File: src/hdl/bioheat_stencil_cell_update_defines.svh
// Assertion macros shared by the bioheat stencil cell update RTL.
`ifndef BIOHEAT_STENCIL_CELL_UPDATE_DEFINES_SVH
`define BIOHEAT_STENCIL_CELL_UPDATE_DEFINES_SVH

// Same-cycle implication, checked on clk and disabled while rst_n is low.
`define BSC_ASSERT_IMP(lbl, ante, cons, msg) \
  lbl: assert property (@(posedge clk) disable iff (!rst_n) (ante) |-> (cons)) \
    else $error(msg);

// Next-cycle implication, checked on clk and disabled while rst_n is low.
`define BSC_ASSERT_NXT(lbl, ante, cons, msg) \
  lbl: assert property (@(posedge clk) disable iff (!rst_n) (ante) |=> (cons)) \
    else $error(msg);

`endif

File: src/hdl/bsc_pkg.sv
// Package with widths, register codes, reset values and types of the cell update.
`timescale 1ns / 1ps
`default_nettype none
package bsc_pkg;

  localparam int TEMP_W    = 15;
  localparam int DCOEF_W   = 22;
  localparam int RATE_W    = 32;
  localparam int PERF_W    = 16;
  localparam int STEADY_W  = 20;
  localparam int NANO_W    = 20;
  localparam int DATA_W    = 32;
  localparam int ADDR_W    = 5;
  localparam int NUM_FACES = 4;

  localparam int DIFF_W  = TEMP_W + 1;
  localparam int TERM_W  = DCOEF_W + 1 + DIFF_W;
  localparam int PAIR_W  = TERM_W + 1;
  localparam int SUM_W   = PAIR_W + 1;
  localparam int M_W     = SUM_W - 1;
  localparam int PT_W    = PERF_W + TEMP_W;
  localparam int SRC_W   = STEADY_W + 8 + 1;
  localparam int C_W     = PT_W + 2;
  localparam int M_SPLIT = 20;
  localparam int MH_W    = M_W - M_SPLIT;
  localparam int PPH_W   = MH_W + RATE_W;
  localparam int PPL_W   = M_SPLIT + RATE_W;
  localparam int PROD_W  = M_W + RATE_W;
  localparam int RND_POS = 48;
  localparam int INC_W   = PROD_W + 1 - RND_POS;
  localparam int RES_W   = INC_W + 2;
  localparam int PIPE_LAT = 8;

  localparam int DIV_NUM_W = 2 * DCOEF_W + 3;
  localparam int DIV_DEN_W = DCOEF_W + 2;
  localparam int DIV_SUM_W = DCOEF_W + 1;
  localparam int DIV_CNT_W = $clog2(DIV_NUM_W);

  localparam logic [PROD_W:0] ROUND_K = (PROD_W + 1)'(1) << (RND_POS - 1);
  localparam logic [TEMP_W-1:0] TEMP_MAX = {TEMP_W{1'b1}};

  localparam logic TIS_HEALTHY = 1'b0;
  localparam logic TIS_TUMOUR  = 1'b1;

  typedef enum logic [2:0] {
    REG_DIFF_H   = 3'd0,
    REG_DIFF_T   = 3'd1,
    REG_RATE_H   = 3'd2,
    REG_RATE_T   = 3'd3,
    REG_PERF_H   = 3'd4,
    REG_PERF_T   = 3'd5,
    REG_STEADY_H = 3'd6,
    REG_STEADY_T = 3'd7
  } bsc_reg_t;

  localparam logic [DCOEF_W-1:0]  RST_DIFF_H   = 22'd500000;
  localparam logic [DCOEF_W-1:0]  RST_DIFF_T   = 22'd550000;
  localparam logic [RATE_W-1:0]   RST_RATE_H   = 32'd33508418;
  localparam logic [RATE_W-1:0]   RST_RATE_T   = 32'd32570573;
  localparam logic [PERF_W-1:0]   RST_PERF_H   = 16'd2100;
  localparam logic [PERF_W-1:0]   RST_PERF_T   = 16'd5250;
  localparam logic [STEADY_W-1:0] RST_STEADY_H = 20'd81900;
  localparam logic [STEADY_W-1:0] RST_STEADY_T = 20'd194670;

  typedef struct packed {
    logic [DCOEF_W-1:0]  diff_h;
    logic [DCOEF_W-1:0]  diff_t;
    logic [RATE_W-1:0]   rate_h;
    logic [RATE_W-1:0]   rate_t;
    logic [PERF_W-1:0]   perf_h;
    logic [PERF_W-1:0]   perf_t;
    logic [STEADY_W-1:0] steady_h;
    logic [STEADY_W-1:0] steady_t;
  } bsc_cfg_t;

  typedef struct packed {
    logic               busy;
    logic [DCOEF_W-1:0] g_mix;
  } bsc_cond_t;

endpackage
`default_nettype wire

File: src/hdl/bsc_harm_div.sv
// Sequential divider that forms the mixed-tissue face conductance from the two coefficients.
`timescale 1ns / 1ps
`default_nettype none
module bsc_harm_div (
  input  wire logic                          clk,
  input  wire logic                          rst_n,
  input  wire logic [bsc_pkg::DCOEF_W-1:0]   coef_h,
  input  wire logic [bsc_pkg::DCOEF_W-1:0]   coef_t,
  input  wire logic                          recalc,
  output bsc_pkg::bsc_cond_t                 cond
);

  typedef enum logic [1:0] {ST_IDLE, ST_MUL, ST_DIV, ST_DONE} state_t;

  state_t                            state_r;
  logic                              req_r;
  logic [2*bsc_pkg::DCOEF_W-1:0]     prod_r;
  logic [bsc_pkg::DIV_SUM_W-1:0]     sum_r;
  logic [bsc_pkg::DIV_NUM_W-1:0]     num_r;
  logic [bsc_pkg::DIV_DEN_W-1:0]     den_r;
  logic [bsc_pkg::DIV_DEN_W-1:0]     rem_r;
  logic [bsc_pkg::DIV_CNT_W-1:0]     cnt_r;
  logic [bsc_pkg::DCOEF_W-1:0]       g_r;
  logic [bsc_pkg::DIV_DEN_W:0]       rem_sh;
  logic [bsc_pkg::DIV_DEN_W:0]       rem_dif;
  logic [bsc_pkg::DIV_DEN_W-1:0]     rem_nxt;
  logic                              q_bit;

  // One quotient bit per cycle: g = (4ab + a + b) / (2(a + b)).
  always_comb begin
    rem_sh  = {rem_r, num_r[bsc_pkg::DIV_NUM_W-1]};
    rem_dif = rem_sh - {1'b0, den_r};
    q_bit   = (rem_sh >= {1'b0, den_r});
    rem_nxt = q_bit ? rem_dif[bsc_pkg::DIV_DEN_W-1:0] : rem_sh[bsc_pkg::DIV_DEN_W-1:0];
  end

  always_ff @(posedge clk) begin
    if (!rst_n) begin
      state_r <= ST_IDLE;
      req_r   <= 1'b1;
    end else begin
      req_r <= recalc | (req_r & (state_r != ST_IDLE));
      case (state_r)
        ST_IDLE: begin
          if (req_r) begin
            prod_r  <= coef_h * coef_t;
            sum_r   <= {1'b0, coef_h} + {1'b0, coef_t};
            state_r <= ST_MUL;
          end
        end
        ST_MUL: begin
          num_r   <= {1'b0, prod_r, 2'b00} + bsc_pkg::DIV_NUM_W'(sum_r);
          den_r   <= {sum_r, 1'b0};
          rem_r   <= '0;
          cnt_r   <= '0;
          state_r <= ST_DIV;
        end
        ST_DIV: begin
          rem_r <= rem_nxt;
          num_r <= {num_r[bsc_pkg::DIV_NUM_W-2:0], q_bit};
          cnt_r <= cnt_r + 1'b1;
          if (cnt_r == bsc_pkg::DIV_CNT_W'(bsc_pkg::DIV_NUM_W - 1)) begin
            state_r <= ST_DONE;
          end
        end
        ST_DONE: begin
          g_r     <= (den_r == '0) ? '0 : num_r[bsc_pkg::DCOEF_W-1:0];
          state_r <= ST_IDLE;
        end
        default: state_r <= ST_IDLE;
      endcase
    end
  end

  assign cond.busy  = req_r | (state_r != ST_IDLE);
  assign cond.g_mix = g_r;

endmodule
`default_nettype wire

File: config.mk
export PLATFORM = sky130hd
export DESIGN_NAME = bsc_harm_div
export DESIGN_NICKNAME = d
export VERILOG_FILES = /design/src/hdl/bioheat_stencil_cell_update_defines.svh /design/src/hdl/bsc_pkg.sv /design/src/hdl/bsc_harm_div.sv
export SDC_FILE = /design/constraint.sdc
export NUM_CORES = 2
export LEC_CHECK = 0
export BUFFER_PORTS_ARGS = -buffer_cell sky130_fd_sc_hd__buf_2
export CAP_MARGIN = 15
export CELL_PAD_IN_SITES_DETAIL_PLACEMENT = 0
export CELL_PAD_IN_SITES_GLOBAL_PLACEMENT = 2
export CORE_MARGIN = 5
export CORE_UTILIZATION = 43
export CTS_CLUSTER_DIAMETER = 80
export CTS_CLUSTER_SIZE = 20
export DETAILED_ROUTE_END_ITERATION = 6
export GPL_TIMING_DRIVEN = 0
export PLACE_DENSITY_LB_ADDON = 0.1
export SLEW_MARGIN = 20
export SYNTH_ARGS = -nofsm -noshare
export SYNTH_HDL_FRONTEND = slang
export SYNTH_SLANG_ARGS = --single-unit
File: constraint.sdc
create_clock -name clk -period 11.68 [get_ports clk]
set_input_delay 3.504 -clock clk [delete_from_list [all_inputs] [get_ports clk]]
set_output_delay 3.504 -clock clk [all_outputs]
set_load 0.02 [all_outputs]
; Word level (Yosys, flattened, before mapping)
; Index checks and enable logic that the tools add are counted.
[totals]
register_bits = 192
output_inout_bits = 23
[op_classes]
add_sub_neg = 4
mul = 1
order_cmp = 1
eq_ne = 6
muxes = 7
n_bitwise = 3
reduce_logical = 9
[op_table]
columns = operator, n
row1 = 47-bit case mux with 2 select lines, 1
row2 = 24-bit case mux with 2 select lines, 1
row3 = 46-bit by 23-bit adder with 47-bit output, 1
row4 = 22-bit by 22-bit multiplier with 44-bit output, 1
row5 = 25-bit by 24-bit greater-or-equal comparator with 1-bit output, 1
row6 = 24-bit zero test, 1
row7 = 24-bit two-way mux, 1
row8 = 24-bit subtractor, 1
row9 = 22-bit by 22-bit adder with 23-bit output, 1
row10 = 6-bit case mux with 2 select lines, 1
row11 = 2-bit case mux with 4 select lines, 1
row12 = 2-bit AND reduction, 4
row13 = 6-bit by 1-bit adder with 6-bit output (second input constant), 1
row14 = 6-bit equality test (second input constant), 1
row15 = 2-bit equality test (second input constant), 2
row16 = 2-bit two-way mux, 2
row17 = 2-bit inequality test (second input constant), 2
row18 = 2-bit nonzero test, 2
row19 = 3-bit AND reduction, 1
row20 = 2-bit by 1-bit equality test with 1-bit output (second input constant), 1
row21 = 2-bit zero test, 1
row22 = 1-bit bitwise OR, 2
row23 = 1-bit AND, 1

; Longest topological paths before layout
[logic_depth]
depth_word = 3
ltp_mapped = 26

; Worst setup path before layout
; Ideal clock, no wire load.
[synth_path]
path_kind = input port to flip-flop
startpoint = in coef_t[1] in the netlist's numbering
endpoint = reg prod_r[43] in the netlist's numbering (data pin)
arrival_time_ns = 9.440
t_required_ns = 11.415
slack_ns = 1.975
cell_stages = 22
path_buffers = 1
path_cell_list = clkbuf_1 -> nand2_1 -> fa_1 -> fa_1 -> fa_1 -> inv_1 -> fa_1 -> inv_1 -> fa_1 -> inv_1 -> fa_1 -> fa_1 -> ha_1 -> a21oi_1 -> nor2_1 -> a2111oi_2 -> a211oi_2 -> o2111ai_1 -> o21ai_2 -> a31oi_2 -> nor2_1 -> or3_1
[synth_via]
elab_chain_cells = 1
[synth_lines]
columns = element, line
row1 = from (decl), bsc_harm_div.sv:8  ; input wire logic [bsc_pkg::DCOEF_W-1:0] coef_t,
row2 = 22-bit by 22-bit multiplier with 44-bit output, bsc_harm_div.sv:46  ; prod_r <= coef_h * coef_t;
row3 = to (signal assigned), bsc_harm_div.sv:46
row4 = to (decl), bsc_harm_div.sv:17  ; logic [2*bsc_pkg::DCOEF_W-1:0] prod_r;
; No other way between the ends.
; A chain may end at the register's enable or synchronous reset.

; Worst setup path after layout
[layout_path]
startpoint = in coef_h[12] in the netlist's numbering
endpoint = reg prod_r[43] in the netlist's numbering (data pin)
[layout_via]
elab_chain_cells = 1
[layout_lines]
columns = element, line
row1 = from (decl), bsc_harm_div.sv:7  ; input wire logic [bsc_pkg::DCOEF_W-1:0] coef_h,
row2 = 22-bit by 22-bit multiplier with 44-bit output, bsc_harm_div.sv:46
; No other way between the ends.

==> results.yml <==
place:
  gp_congestion: 0.957
  portBuffers: 69
  dp.cells: 3587
  dp_hpwl_mm: 68.4
synthesis:
  async_reset_ff_share_pct: 0
  synth_nets: 3404
  syn_avg_cell_area_um2: 9.72
  synth_seq_cells: 192
  syn_inst: 2726
  synth_ff_type: "edfxtp_1"
  syn-cell-area_um2: 26500
  synth.distinct_cells: 76
  yosysWarnings: 0
  synth_edf_count: 189
  ys_seq_area_share_pct: 21.6
worst_hold_path:
  hold_path_class: "reg2reg"
  hold_depth: 0
layout:
  area_growth_pct: 7.52
  final_util_pct: 46.4
  final_nets: 3494
  layout-drive-gt1-share_pct: 4.98
  instances_no_fill: 3620
global_route:
  grt_max_degree: 48
  antenna_found_initial: 2
  first_global_vias: 20157
  grt_pass1_wl_mm: 126
  track_usage_pct: 25.0
  overflow: 0
clocking:
  cts_buffers: 17
  cts_root_buf: "clkbuf_16"
  cts.sinks: 192
  clk_pin_slew_ns: 0.07
  cts_tree: "built"
  clockBufferDepth: 2
  cts_setup_buffers: 0
  holdBufCountCts: 0
  htreeDepth: 4
  cts_resized: 0
  clk_latency_ns: 0.45
die:
  fp-row-count: 91
  die_area_um2: 66700
  die_y_um: 258
  io_pins: 70
  floorplan.initialDensity_pct: 43.2
  die_x_um: 258
  core-area_um2: 61400
drt:
  viasPerCell: 5.34
  first_iter_violations: 1171
  via_count: 19336
  top_layer: "met5"
  first_pass_iters: 7
  wl_met3_mm: 4.85
  ant_nets: 0
  wire_per_inst_um: 22.8
  met2WireLength_mm: 38.5
  wl_met1_mm: 37.4
  drt-total-wl_mm: 82.5
  drcViolationCount: 1
timing:
  fin_crit_sh_pct: 92.3
  setup_viol: 0
  timing.setup.tns_ns: 0
  finalCriticalPeriod_ns: 10.78
  maxSlewViolCount: 0
  worstMarginPinSlew_ns: 1.00
  rsz0062_at_grt: "no"
  hold_violations: 0
  relSlewSlack_pct: 33.2
  skew_ns: 0.00969
  max_freq_mhz: 92.8
worst_setup_path:
  critPathRequiredTime_ns: 11.86
  crit_path_start_kind: "input pin"
  crit_arrival_ns: 10.96
  reg2reg_depth: 13
  crit_chain: "buf_2 > clkbuf_1 > nand2_1 > fa_1 > fa_1 > fa_1 > inv_1 > fa_1 > inv_1 > fa_1 > inv_1 > fa_1 > fa_1 > ha_1 > a21oi_1 > nor2_1 > a2111oi_2 > a211oi_2 > o2111ai_1 > o21ai_2 > a31oi_2 > nor2_1 > or3_1"
  cp_common_cell: "fa_1"
  end_kind: "flop"
  cpPeakStageDelay_ns: 0.62
  crit_slowest_cell: "clkbuf_1"
  cp_max_fo: 10
  crit_type: "in2reg"
job:
  cap_viol_max_count: 0
outcome:
  violations: "design-rule violations"
  status: "finished with violations"
final timing paths:
check | from | end | slack (ns)
max | coef_h[12] | prod_r[43] | 0.90
min | sum_r[8] | den_r[9] | 0.46
max reg2reg | rem_r[0] | rem_r[17] | 8.20
min reg2reg | sum_r[8] | den_r[9] | 0.46
through the flow:
step	cell area (µm²)	hold slack (ns)	setup WS [ns]
6_report	28500	0.464	0.900
5_1_grt	28500	0.484	0.665
4_1_cts	28500	0.466	0.908
3_5_place_dp	27900	0.450	0.445
3_3_place_gp	27800	0.446	0.400
2_1_floorplan	26500	0.422	1.97
flip-flops by register name (all words and copies together), names as in the netlist:
register,cells
g_r,22
den_r,23
req_r,1
num_r,47
cnt_r,6
sum_r,23
rem_r,24
state_r,2
prod_r,44
synthesized netlist by cell type (all sizes together), types with 8 or more instances:
| library cell | number | share of area (%) |
|---|---|---|
| and3 | 22 | 0.52 |
| o21a | 10 | 0.28 |
| nand3 | 35 | 0.66 |
| nor3 | 18 | 0.34 |
| a211oi | 12 | 0.44 |
| and2 | 229 | 5.4 |
| mux2i | 18 | 0.68 |
| nand2 | 357 | 5.1 |
| buf | 8 | 0.17 |
| a31oi | 17 | 0.50 |
| clkbuf | 118 | 1.7 |
| fa | 400 | 30 |
| o21ai | 101 | 2.0 |
| inv | 449 | 6.4 |
| a21oi | 92 | 1.8 |
| nor2 | 83 | 1.2 |
| edfxtp | 189 | 21 |
| nand2b | 14 | 0.33 |
| a21o | 61 | 1.7 |
| xor2 | 59 | 1.9 |
| nand4 | 20 | 0.47 |
| xnor2 | 58 | 1.9 |
| ha | 231 | 11 |
| nor2b | 37 | 0.87 |
per-layer routing:
layer  vias to the layer above  track usage [%]
met1                      9729             36.1
met2                       600             41.0
met4                         2             5.24
li1                       8900                -
met3                       105             3.08
met5                         -                0
cell families after synthesis:
group,Yosys count,share of synthesized area (%)
mux,21,0.807
xor+xnor,117,3.87
flops,192,21.6
compound gates,346,8.73
fa+ha+maj,631,41.1
buf+inv,575,8.20
simple gates,844,15.6
final cells by class:
class	instances	area, µm²
flip-flops and latches	192	5740
diodes	1	2.50
plain buffers	126	489
well taps	790	988
inverters	449	1690
repair buffers	71	393
clock inverters	15	176
fillers	5935	32900
clock buffers	17	425
multi-input cells	1959	18600
worst max-delay path: cells and delay by family:
kind            cells  cell delay (ns)
fa+ha+maj           8             4.00
buf+inv             5             1.02
simple gates        4             0.73
compound gates      6             1.68
layout by cell type (no fill, tap or decap), types with 63 or more instances in the layout:
cell	n
inv_1	449
fa_1	400
nand2_1	357
ha_1	231
and2_1	227
edfxtp_1	189
clkbuf_1	118
a21oi_1	90
nor2_1	83
buf_2	73
o21ai_0	63
Power is left out: the tool's default activity adds up to more than one toggle a clock period on the data nets, which glitch-free logic cannot reach.
