**src/hdl/bioheat_stencil_cell_update_defines.svh**
```systemverilog
// Assertion macros shared by the bioheat stencil cell update RTL.
`ifndef BIOHEAT_STENCIL_CELL_UPDATE_DEFINES_SVH
`define BIOHEAT_STENCIL_CELL_UPDATE_DEFINES_SVH

// Same-cycle implication, checked on clk and disabled while rst_n is low.
`define BSC_ASSERT_IMP(lbl, ante, cons, msg) \
  lbl: assert property (@(posedge clk) disable iff (!rst_n) (ante) |-> (cons)) \
    else $error(msg);

// Next-cycle implication, checked on clk and disabled while rst_n is low.
`define BSC_ASSERT_NXT(lbl, ante, cons, msg) \
  lbl: assert property (@(posedge clk) disable iff (!rst_n) (ante) |=> (cons)) \
    else $error(msg);

`endif

```
**src/hdl/bsc_pkg.sv**
```systemverilog
// Package with widths, register codes, reset values and types of the cell update.
`timescale 1ns / 1ps
`default_nettype none
package bsc_pkg;

  localparam int TEMP_W    = 15;
  localparam int DCOEF_W   = 22;
  localparam int RATE_W    = 32;
  localparam int PERF_W    = 16;
  localparam int STEADY_W  = 20;
  localparam int NANO_W    = 20;
  localparam int DATA_W    = 32;
  localparam int ADDR_W    = 5;
  localparam int NUM_FACES = 4;

  localparam int DIFF_W  = TEMP_W + 1;
  localparam int TERM_W  = DCOEF_W + 1 + DIFF_W;
  localparam int PAIR_W  = TERM_W + 1;
  localparam int SUM_W   = PAIR_W + 1;
  localparam int M_W     = SUM_W - 1;
  localparam int PT_W    = PERF_W + TEMP_W;
  localparam int SRC_W   = STEADY_W + 8 + 1;
  localparam int C_W     = PT_W + 2;
  localparam int M_SPLIT = 20;
  localparam int MH_W    = M_W - M_SPLIT;
  localparam int PPH_W   = MH_W + RATE_W;
  localparam int PPL_W   = M_SPLIT + RATE_W;
  localparam int PROD_W  = M_W + RATE_W;
  localparam int RND_POS = 48;
  localparam int INC_W   = PROD_W + 1 - RND_POS;
  localparam int RES_W   = INC_W + 2;
  localparam int PIPE_LAT = 8;

  localparam int DIV_NUM_W = 2 * DCOEF_W + 3;
  localparam int DIV_DEN_W = DCOEF_W + 2;
  localparam int DIV_SUM_W = DCOEF_W + 1;
  localparam int DIV_CNT_W = $clog2(DIV_NUM_W);

  localparam logic [PROD_W:0] ROUND_K = (PROD_W + 1)'(1) << (RND_POS - 1);
  localparam logic [TEMP_W-1:0] TEMP_MAX = {TEMP_W{1'b1}};

  localparam logic TIS_HEALTHY = 1'b0;
  localparam logic TIS_TUMOUR  = 1'b1;

  typedef enum logic [2:0] {
    REG_DIFF_H   = 3'd0,
    REG_DIFF_T   = 3'd1,
    REG_RATE_H   = 3'd2,
    REG_RATE_T   = 3'd3,
    REG_PERF_H   = 3'd4,
    REG_PERF_T   = 3'd5,
    REG_STEADY_H = 3'd6,
    REG_STEADY_T = 3'd7
  } bsc_reg_t;

  localparam logic [DCOEF_W-1:0]  RST_DIFF_H   = 22'd500000;
  localparam logic [DCOEF_W-1:0]  RST_DIFF_T   = 22'd550000;
  localparam logic [RATE_W-1:0]   RST_RATE_H   = 32'd33508418;
  localparam logic [RATE_W-1:0]   RST_RATE_T   = 32'd32570573;
  localparam logic [PERF_W-1:0]   RST_PERF_H   = 16'd2100;
  localparam logic [PERF_W-1:0]   RST_PERF_T   = 16'd5250;
  localparam logic [STEADY_W-1:0] RST_STEADY_H = 20'd81900;
  localparam logic [STEADY_W-1:0] RST_STEADY_T = 20'd194670;

  typedef struct packed {
    logic [DCOEF_W-1:0]  diff_h;
    logic [DCOEF_W-1:0]  diff_t;
    logic [RATE_W-1:0]   rate_h;
    logic [RATE_W-1:0]   rate_t;
    logic [PERF_W-1:0]   perf_h;
    logic [PERF_W-1:0]   perf_t;
    logic [STEADY_W-1:0] steady_h;
    logic [STEADY_W-1:0] steady_t;
  } bsc_cfg_t;

  typedef struct packed {
    logic               busy;
    logic [DCOEF_W-1:0] g_mix;
  } bsc_cond_t;

endpackage
`default_nettype wire

```
**src/hdl/bsc_cfg_regs.sv**
```systemverilog
// Configuration register file with an APB-style write and read port.
`timescale 1ns / 1ps
`default_nettype none
module bsc_cfg_regs (
  input  wire logic                         clk,
  input  wire logic                         rst_n,
  input  wire logic                         psel,
  input  wire logic                         penable,
  input  wire logic                         pwrite,
  input  wire logic [bsc_pkg::ADDR_W-1:0]   paddr,
  input  wire logic [bsc_pkg::DATA_W-1:0]   pwdata,
  output logic      [bsc_pkg::DATA_W-1:0]   prdata,
  output logic                              pready,
  output bsc_pkg::bsc_cfg_t                 cfg,
  output logic                              cond_wr
);

  bsc_pkg::bsc_cfg_t cfg_r;
  bsc_pkg::bsc_reg_t idx;
  logic              wr_en;

  assign pready = 1'b1;
  assign idx    = bsc_pkg::bsc_reg_t'(paddr[bsc_pkg::ADDR_W-1:2]);
  assign wr_en  = psel & penable & pwrite & pready;
  assign cfg    = cfg_r;

  always_comb begin
    cond_wr = wr_en && (idx inside {bsc_pkg::REG_DIFF_H, bsc_pkg::REG_DIFF_T});
  end

  always_ff @(posedge clk) begin
    if (!rst_n) begin
      cfg_r.diff_h   <= bsc_pkg::RST_DIFF_H;
      cfg_r.diff_t   <= bsc_pkg::RST_DIFF_T;
      cfg_r.rate_h   <= bsc_pkg::RST_RATE_H;
      cfg_r.rate_t   <= bsc_pkg::RST_RATE_T;
      cfg_r.perf_h   <= bsc_pkg::RST_PERF_H;
      cfg_r.perf_t   <= bsc_pkg::RST_PERF_T;
      cfg_r.steady_h <= bsc_pkg::RST_STEADY_H;
      cfg_r.steady_t <= bsc_pkg::RST_STEADY_T;
    end else if (wr_en) begin
      case (idx)
        bsc_pkg::REG_DIFF_H:   cfg_r.diff_h   <= pwdata[bsc_pkg::DCOEF_W-1:0];
        bsc_pkg::REG_DIFF_T:   cfg_r.diff_t   <= pwdata[bsc_pkg::DCOEF_W-1:0];
        bsc_pkg::REG_RATE_H:   cfg_r.rate_h   <= pwdata[bsc_pkg::RATE_W-1:0];
        bsc_pkg::REG_RATE_T:   cfg_r.rate_t   <= pwdata[bsc_pkg::RATE_W-1:0];
        bsc_pkg::REG_PERF_H:   cfg_r.perf_h   <= pwdata[bsc_pkg::PERF_W-1:0];
        bsc_pkg::REG_PERF_T:   cfg_r.perf_t   <= pwdata[bsc_pkg::PERF_W-1:0];
        bsc_pkg::REG_STEADY_H: cfg_r.steady_h <= pwdata[bsc_pkg::STEADY_W-1:0];
        bsc_pkg::REG_STEADY_T: cfg_r.steady_t <= pwdata[bsc_pkg::STEADY_W-1:0];
        default: ;
      endcase
    end
  end

  always_comb begin
    case (idx)
      bsc_pkg::REG_DIFF_H:   prdata = bsc_pkg::DATA_W'(cfg_r.diff_h);
      bsc_pkg::REG_DIFF_T:   prdata = bsc_pkg::DATA_W'(cfg_r.diff_t);
      bsc_pkg::REG_RATE_H:   prdata = bsc_pkg::DATA_W'(cfg_r.rate_h);
      bsc_pkg::REG_RATE_T:   prdata = bsc_pkg::DATA_W'(cfg_r.rate_t);
      bsc_pkg::REG_PERF_H:   prdata = bsc_pkg::DATA_W'(cfg_r.perf_h);
      bsc_pkg::REG_PERF_T:   prdata = bsc_pkg::DATA_W'(cfg_r.perf_t);
      bsc_pkg::REG_STEADY_H: prdata = bsc_pkg::DATA_W'(cfg_r.steady_h);
      bsc_pkg::REG_STEADY_T: prdata = bsc_pkg::DATA_W'(cfg_r.steady_t);
      default:               prdata = '0;
    endcase
  end

endmodule
`default_nettype wire

```
**config.mk**
```make
export PLATFORM = sky130hd
export DESIGN_NAME = bsc_cfg_regs
export DESIGN_NICKNAME = d
export VERILOG_FILES = /design/src/hdl/bioheat_stencil_cell_update_defines.svh /design/src/hdl/bsc_pkg.sv /design/src/hdl/bsc_cfg_regs.sv
export SDC_FILE = /design/constraint.sdc
export NUM_CORES = 1
export LEC_CHECK = 0
export BUFFER_PORTS_ARGS = -buffer_cell sky130_fd_sc_hd__buf_2
export CELL_PAD_IN_SITES_DETAIL_PLACEMENT = 1
export CELL_PAD_IN_SITES_GLOBAL_PLACEMENT = 2
export CORE_MARGIN = 5
export CORE_UTILIZATION = 31
export DETAILED_ROUTE_END_ITERATION = 6
export PLACE_DENSITY = 0.87
export SLEW_MARGIN = 20
export SYNTH_ARGS = -nofsm -noshare
export SYNTH_HDL_FRONTEND = slang
export SYNTH_SLANG_ARGS = --single-unit
```
**constraint.sdc**
```tcl
create_clock -name clk -period 2.5 [get_ports clk]
set_input_delay 0.125 -clock clk [delete_from_list [all_inputs] [get_ports clk]]
set_output_delay 0.125 -clock clk [all_outputs]
set_load 0.01 [all_outputs]
```
# Word-level counts from Yosys, hierarchy flattened
# Index checks and enable logic that the tools add are counted.
# classes
add_sub_neg,0
mul,0
div,0
n_lt_le_gt_ge,0
eq_ne,7
shift,0
mux,1
bitwise_logic,2
n_reduce_logical,11
# op_table
cell,count
32-bit one-hot mux with 8 select lines,1
2-bit AND reduction,8
"3-bit equality test, second input constant",4
"3-bit by 2-bit equality test with 1-bit output, second input constant",2
"3-bit by 1-bit equality test with 1-bit output, second input constant",1
3-bit logical NOT,1
1-bit bitwise AND,2
2-bit nonzero test,1
1-bit logical AND,1
# totals
register_bits,180
latchBits,0
ram_bits,0
romBits,0
output_inout_bits,214
word_cells,29
n_memories,0

# Longest topological paths before layout
# Gate-level depths: netlist (run 1).
# depth
depth_word,3
ltp_mapped,7
ltp_nobuf,4

# Worst setup path after synthesis (run 1)
# Ideal clock, no wire load.
# synth_path
path_type,input to output
startpoint,input paddr[3] (netlist name)
endpoint,output prdata[13] (netlist name)
arrival_ps,1241
t_required_ps,2375
setup_slack_ps,1134
path_stages,7
n_path_buf,3
cell_sequence,buf_4 -> buf_2 -> buf_4 -> mux2i_1 -> o2bb2ai_1 -> a221oi_1 -> nor2_1
# synth_between
elab_chain_len,2
# synth_rtl
element,line_no,rtl
from (decl),bsc_cfg_regs.sv:10,"input wire logic [bsc_pkg::ADDR_W-1:0] paddr,"
3-bit equality test (tied with other cells),bsc_cfg_regs.sv:57,case (idx)
32-bit one-hot mux with 8 select lines *,bsc_cfg_regs.sv:57,
to (decl),bsc_cfg_regs.sv:12,"output logic [bsc_pkg::DATA_W-1:0] prdata,"
# Mark *: on every way between the ends. The rest lies on a longest branch, timed or not.

# Worst setup path in the final report (run 1)
# layout_path
startpoint,register cfg_r (netlist bit cfg[107])
endpoint,output prdata[3] (netlist name)
# layout_between
elab_chain_len,1
# layout_rtl
element,line_no,rtl
from (decl),bsc_cfg_regs.sv:18,bsc_pkg::bsc_cfg_t cfg_r;
32-bit one-hot mux with 8 select lines,bsc_cfg_regs.sv:57,
# No other way between the ends.

==> results of run 1 <==
[cell usage after synthesis (all sizes together)]
library cell | number | area (um^2)
nand2b | 18 | 113
nor2b | 7 | 43.8
a211oi | 1 | 7.51
inv | 15 | 56.3
o2bb2ai | 12 | 105
and2 | 2 | 12.5
mux4 | 3 | 67.6
a21oi | 11 | 55.1
a21boi | 105 | 788
nor3 | 2 | 26.3
clkbuf | 38 | 143
o21ai | 3 | 15.0
nand2 | 363 | 1360
o22a | 1 | 8.76
mux2 | 4 | 45.0
or3 | 2 | 12.5
nand4 | 1 | 21.3
mux2i | 28 | 280
dfxtp | 180 | 3600
conb | 1 | 3.75
or2 | 3 | 18.8
buf | 61 | 390
and4b | 1 | 10.0
nor2 | 51 | 196
a32oi | 2 | 17.5
o211ai | 5 | 37.5
nand3 | 70 | 350
a221oi | 28 | 245
a32o | 1 | 10.0
nand4b | 1 | 23.8
a22o | 19 | 166
a22oi | 1 | 7.51
[cells by family after synthesis]
logic type / Yosys count
AOI/OAI and AO/OA: 189
buffers and inverters: 114
DFF: 180
muxes: 35
other: 1
and+or+nand+nor: 521
[through the flow]
| stage | setup WS, ns | std cells | area [um^2] |
|---|---|---|---|
| 2_1_floorplan | 1.13 | 1040 | 8240 |
| 3_3_place_gp | 0.467 | 1566 | 9740 |
| 3_5_place_dp | 0.408 | 1566 | 9740 |
| 5_1_grt | 0.350 | 1612 | 10500 |
| 4_1_cts | 0.438 | 1612 | 10500 |
| 6_report | 0.435 | 1612 | 10500 |
[worst paths after layout]
kind | from | endpoint | slack [ns] | depth (start not counted)
max | cfg[107] | prdata[3] | 0.44 | 5
min | pwdata[19] | cfg[39] | 0.02 | 3
max reg2reg | cfg[45] | cfg[45] | 1.71 | 2
min reg2reg | cfg[119] | cfg[119] | 0.47 | 2
[layout make-up]
type                            instances  area, um^2  area share (%)
Multi-Input combinational cell        746        4050            38.7
Sequential cell                       180        3600            34.4
Timing Repair Buffer                  304        1750            16.7
Clock buffer                           18         429            4.10
Tap cell                              335         419            4.01
Clock inverter                         14         151            1.45
Inverter                               15        56.3           0.538
[report_power, final]
group          internal (uW)  switching [uW]
registers               2890            24.6
logic                    238             406
clock network           1490            1260
total                   4620            1690
[worst max-delay path: stages, from the launching register on]
cell                       delay, ns
sky130_fd_sc_hd__dfxtp_1        0.39
sky130_fd_sc_hd__inv_1          0.09
sky130_fd_sc_hd__a221oi_1       0.62
sky130_fd_sc_hd__a221oi_1       0.16
sky130_fd_sc_hd__nor2_1         0.12
sky130_fd_sc_hd__buf_2          0.14
[per-layer routing]
layer / part of all wire (%) / wire length [um] / vias up
met2: 49 / 17700 / 287
li1: - / - / 3900
met4: 1.9 / 697 / 0
met5: 0 / 0 / -
met1: 42 / 15100 / 4156
met3: 6.5 / 2340 / 45
==> results.yml, run 1 <==
clock_tree:
  post_cts_resize_count: 0
  clock_insertion_delay_worst_skew_ns: 0.43
  cts_buffers: 17
  clk_path_buf_depth: 2
  cts_tree: "built"
  ctsHtreeMaxLevel: 4
  tritoncts_num_sinks: 180
  clk_pin_slew_ns: 0.07
  cts_setup_buffers: 0
  ctsRootBufferMaster: "sky130_fd_sc_hd__clkbuf_16"
  cts.hold.buffers_added: 14
sta:
  setup_viol: 0
  totalNegativeSetupSlack_ns: 0
  fmax_ghz: 0.484
  tcrit_tclk_final_pct: 82.6
  timing_worst_slew_pin_value_ns: 0.769
  hold-worst-slack_ns: 0.0210
  grt_setup_unrepaired: "no"
  max-slew-margin-rel_pct: 48.7
  report.final.slew_viol_count: 0
  period_minus_slack_ns: 2.06
  finalHoldViolCount: 0
  timing.clock.skew_ns: 0
yosys:
  post_synth_fa_ha_maj_area_fraction_pct: 0
  simple_gate_portion_of_the_synthesized_area_pct: 26.6
  post_synth_inst_count: 1040
  synth_seq_cells: 180
  postSynthAreaPerCell_um2: 7.93
  synth_top_family_by_area: "simple AND/OR/NAND/NOR gates"
  yosys-mux-area-fraction_pct: 4.77
  yosys_warnings: 0
  syn_nets: 1082
  netlist_area_um2: 8240
  synth-xor-area-share_pct: 0
  synth_sequential_area_ratio_pct: 43.7
  synth.lib_cells_used.distinct: 38
  synth-compound-area-share_pct: 17.8
layout:
  flip_flop_count_of_the_largest_register_after_layout: 180
  diodes: 0
  final_cell_mix: "363 x sky130_fd_sc_hd__nand2_1, 251 x sky130_fd_sc_hd__buf_2, 180 x sky130_fd_sc_hd__dfxtp_1"
  syn2layout_area_growth_pct: 26.9
  layout-drive-gt1-share_pct: 26.4
  final_net_count: 1306
  fill_cells: 3246
  utilization_pct: 40.0
  layout_commonest_cell: "sky130_fd_sc_hd__nand2_1"
setup_path:
  crit_path_end_kind: "output port"
  path_max_fanout: 3
  wp_data_arrival_ns: 1.94
  critical_path.startpoint_type: "flop"
  timing.critical_path.required_ns: 2.38
  timing_worst_setup_path_type: "reg -> out"
floorplanning:
  die-height_um: 173
  floorplan.die.width_um: 173
  boundaryPins: 256
  initial_core_util_pct: 31.5
  fp.coreArea_um2: 26100
  num_rows: 59
  die_area_um2: 30000
placed_design:
  finalWeightedCongestion: 0.859
  detailed_place_hpwl_mm: 26.6
  placement.io_buffers: 252
grt:
  grt_use_met2_pct: 40.2
  first_global_vias: 8266
  global_route_met3_utilization_pct: 5.31
  grt_first_pass_wirelength_mm: 53.4
  grt_use_met1_pct: 29.3
  grt_antenna_before_repair: 0
  grt_remaining_overflow: 0
  grt_start_max_net_pins: 68
  grt.busiest_layer: "met2"
  grt_util_all_layers_pct: 23.2
pwr:
  power_per_cell_area_nw_per_um2: 603
  ir_worst_vdd_uv: 283
  power_leakage_uw: 0.00458
  finalPower_uw: 6310
route:
  route.final.wire_length_mm: 35.8
  drt-wirelength-per-cell_um: 22.2
  ratio_of_routed_vias_to_standard_cells: 5.20
  route.detailed.drc: 0
  drtPass1Iterations: 5
  antenna_nets_post_route: 0
  number_of_vias_after_detailed_routing: 8388
  detailedRoute.firstIterationViolations: 673
hold_path:
  hold_path.class: "in -> reg"
run:
  cap_violations: 0
status:
  outcome: "finished, final reports clean"
(Power assumes the default switching activity.)
==> inputs of run 2 (changes only) <==
- CORE_UTILIZATION: 31 -> 29
- PLACE_DENSITY: 0.87 -> 0.83
- clock period: 2.5 -> 1.95 ns (I/O delays scaled with it)
==> run 2 against run 1 <==
Compared with the run above: non-clock buffer count is 7 higher; clock power rose by 38%; die area grew 6.5%; worst hold slack better by 0.0077 ns; cell count up 3.1%; sequential share of layout area fell by 0.80 points; setup slack worse by 0.29 ns; largest cell class unchanged; largest power group is now clock.
==> results.yml, run 2 (synthesized netlist as in run 1, its figures left out) <==
pwr:
  ir_worst_vdd_uv: 562
  finalPower_uw: 8360
  power_per_cell_area_nw_per_um2: 781
  power_leakage_uw: 0.00466
route:
  post_route_m1_wl_mm: 16.2
  number_of_vias_after_detailed_routing: 8416
  route.detailed.drc: 0
  drt-wirelength-per-cell_um: 21.7
  drtPass1Iterations: 5
  top_layer_used: "met5"
  route.final.wire_length_mm: 36.1
  ratio_of_routed_vias_to_standard_cells: 5.06
  met2_length_mm: 16.5
  antenna_nets_post_route: 0
  route.met3.wl_mm: 2.41
  detailedRoute.firstIterationViolations: 671
layout:
  syn2layout_area_growth_pct: 30.0
  final_net_count: 1313
  final_cell_mix: "363 x sky130_fd_sc_hd__nand2_1, 251 x sky130_fd_sc_hd__buf_2, 180 x sky130_fd_sc_hd__dfxtp_1"
  flip_flop_count_of_the_largest_register_after_layout: 180
  utilization_pct: 38.4
  finish.cell_count_without_fillers: 1662
  layout_commonest_cell: "sky130_fd_sc_hd__nand2_1"
  layout-drive-gt1-share_pct: 27.0
grt:
  grt_remaining_overflow: 0
  grt_antenna_before_repair: 2
  first_global_vias: 8422
  grt_util_all_layers_pct: 22.4
  grt_start_max_net_pins: 88
  grt_first_pass_wirelength_mm: 53.7
sta:
  max-slew-margin-rel_pct: 46.2
  grt_setup_unrepaired: "no"
  tcrit_tclk_final_pct: 92.4
  fmax_ghz: 0.555
  finalHoldViolCount: 0
  period_minus_slack_ns: 1.80
  timing_worst_slew_pin_value_ns: 0.807
  report.final.slew_viol_count: 0
  totalNegativeSetupSlack_ns: 0
  setup_viol: 0
  timing.clock.skew_ns: 0
setup_path:
  timing.critical_path.buf_inv: 1
  cells_traversed_along_the_worst_timing_path: "nand2b_1 -> a221oi_1 -> a221oi_1 -> nor2_1 -> buf_2"
  setup.reg_to_reg.worst_slack_ns: 1.19
  startpoint: "cfg[61]"
  worst_r2r_endpoint: "cfg[108]"
  timing_worst_setup_path_type: "reg -> out"
  critPathTopFamily: "compound AO/OA/AOI/OAI gates"
  critical-path-top-cell-by-count: "sky130_fd_sc_hd__a221oi_1"
  path_max_fanout: 3
  wp_data_arrival_ns: 1.70
  critical_path.startpoint_type: "flop"
  critPathMaxStageDelay_ns: 0.43
  crit_slowest_cell: "sky130_fd_sc_hd__dfxtp_1"
  r2r-start: "cfg[108]"
  timing.critical_path.required_ns: 1.85
  crit_path_end: "prdata[5]"
  crit_path_end_kind: "output port"
  crit_cells: 5
  worst_r2r_path_depth: 2
floorplanning:
  die-height_um: 179
  initial_core_util_pct: 29.5
  die_area_um2: 31900
  num_rows: 61
  fp.coreArea_um2: 27900
  floorplan.die.width_um: 179
  boundaryPins: 256
clock_tree:
  clock_insertion_delay_worst_skew_ns: 0.43
  ctsHtreeMaxLevel: 4
  clk_pin_slew_ns: 0.07
  clk_path_buf_depth: 2
  cts_buffers: 17
  cts_tree: "built"
  tritoncts_num_sinks: 180
  ctsRootBufferMaster: "sky130_fd_sc_hd__clkbuf_16"
  cts_setup_buffers: 0
placed_design:
  placement.io_buffers: 252
  detailed_place_hpwl_mm: 25.9
  dp.cells: 1613
  finalWeightedCongestion: 0.822
run:
  cap_violations: 0
status:
  outcome: "finished, final reports clean"
hold_path:
  hold_path.class: "in -> reg"
[run 2: cell types whose count changed in the layout (fill, tap and decap cells not counted), moves of 2 or more]
cell / previous run / this run
sky130_fd_sc_hd__clkinv_2: 3 / 1
sky130_fd_sc_hd__nor2_1: 48 / 46
sky130_fd_sc_hd__bufinv_16: 2 / 4
sky130_fd_sc_hd__dlygate4sd3_1: 14 / 17
sky130_fd_sc_hd__clkbuf_8: 0 / 2
sky130_fd_sc_hd__inv_6: 5 / 3
sky130_fd_sc_hd__clkinv_4: 2 / 0
sky130_fd_sc_hd__a221oi_1: 28 / 24
sky130_fd_sc_hd__buf_12: 5 / 8
sky130_fd_sc_hd__a221oi_2: 0 / 4
[run 2: stage by stage]
stage | cell area [um^2] | hold WS, ns | setup WS [ns]
2_1_floorplan | 8240 | 0.221 | 0.639
6_report | 10700 | 0.0288 | 0.148
4_1_cts | 10700 | 0.0140 | 0.0544
5_1_grt | 10700 | 0.0230 | 0.00214
3_5_place_dp | 9880 | 0.334 | 0.156
3_3_place_gp | 9880 | 0.331 | 0.201
[run 2: worst min-delay path by stage]
stage / from / endpoint / slack, ns / depth (start not counted)
6_report: pwdata[11] / cfg[83] / 0.03 / 3
5_1_grt: pwdata[9] / cfg[113] / 0.02 / 3
4_1_cts: pwdata[8] / cfg[112] / 0.01 / 3
3_5_place_dp: pwdata[24] / cfg[96] / 0.33 / 3
3_3_place_gp: pwdata[24] / cfg[96] / 0.33 / 3
2_1_floorplan: pwdata[16] / cfg[120] / 0.22 / 2
[run 2: repair_timing]
| item | 4_1_cts | 5_1_grt |
|---|---|---|
| setup endpoints to repair | 0 | 5 |
| hold buffers | 17 | 0 |
| endpoints found under the hold margin | 54 | 0 |
| resized for setup | 0 | 5 |
[run 2: routing by layer]
metal / GRT usage (%) / vias up
li1: - / 3927
met2: 35.3 / 274
met3: 5.17 / 55
met5: 0 / -
met4: 6.65 / 2
met1: 30.5 / 4158
[run 2: cell type report]
cell class	count	area, um^2
Antenna cell	1	2.50
Clock buffer	20	457
Clock inverter	11	174
Fill cell	3451	17200
Inverter	15	56.3
Multi-Input combinational cell	746	4100
Sequential cell	180	3600
Tap cell	378	473
Timing Repair Buffer	311	1850
[run 2: tightest hold or removal path, cell delays in order]
cell	delay (ns)
sky130_fd_sc_hd__buf_2	0.17
sky130_fd_sc_hd__nand2_1	0.08
sky130_fd_sc_hd__nand3_1	0.06
[run 2: where the power goes]
group          switching [uW]  total (uW)  internal (uW)
combinational             512         827            315
clock                    1570        3800           2220
sequential               31.7        3740           3710
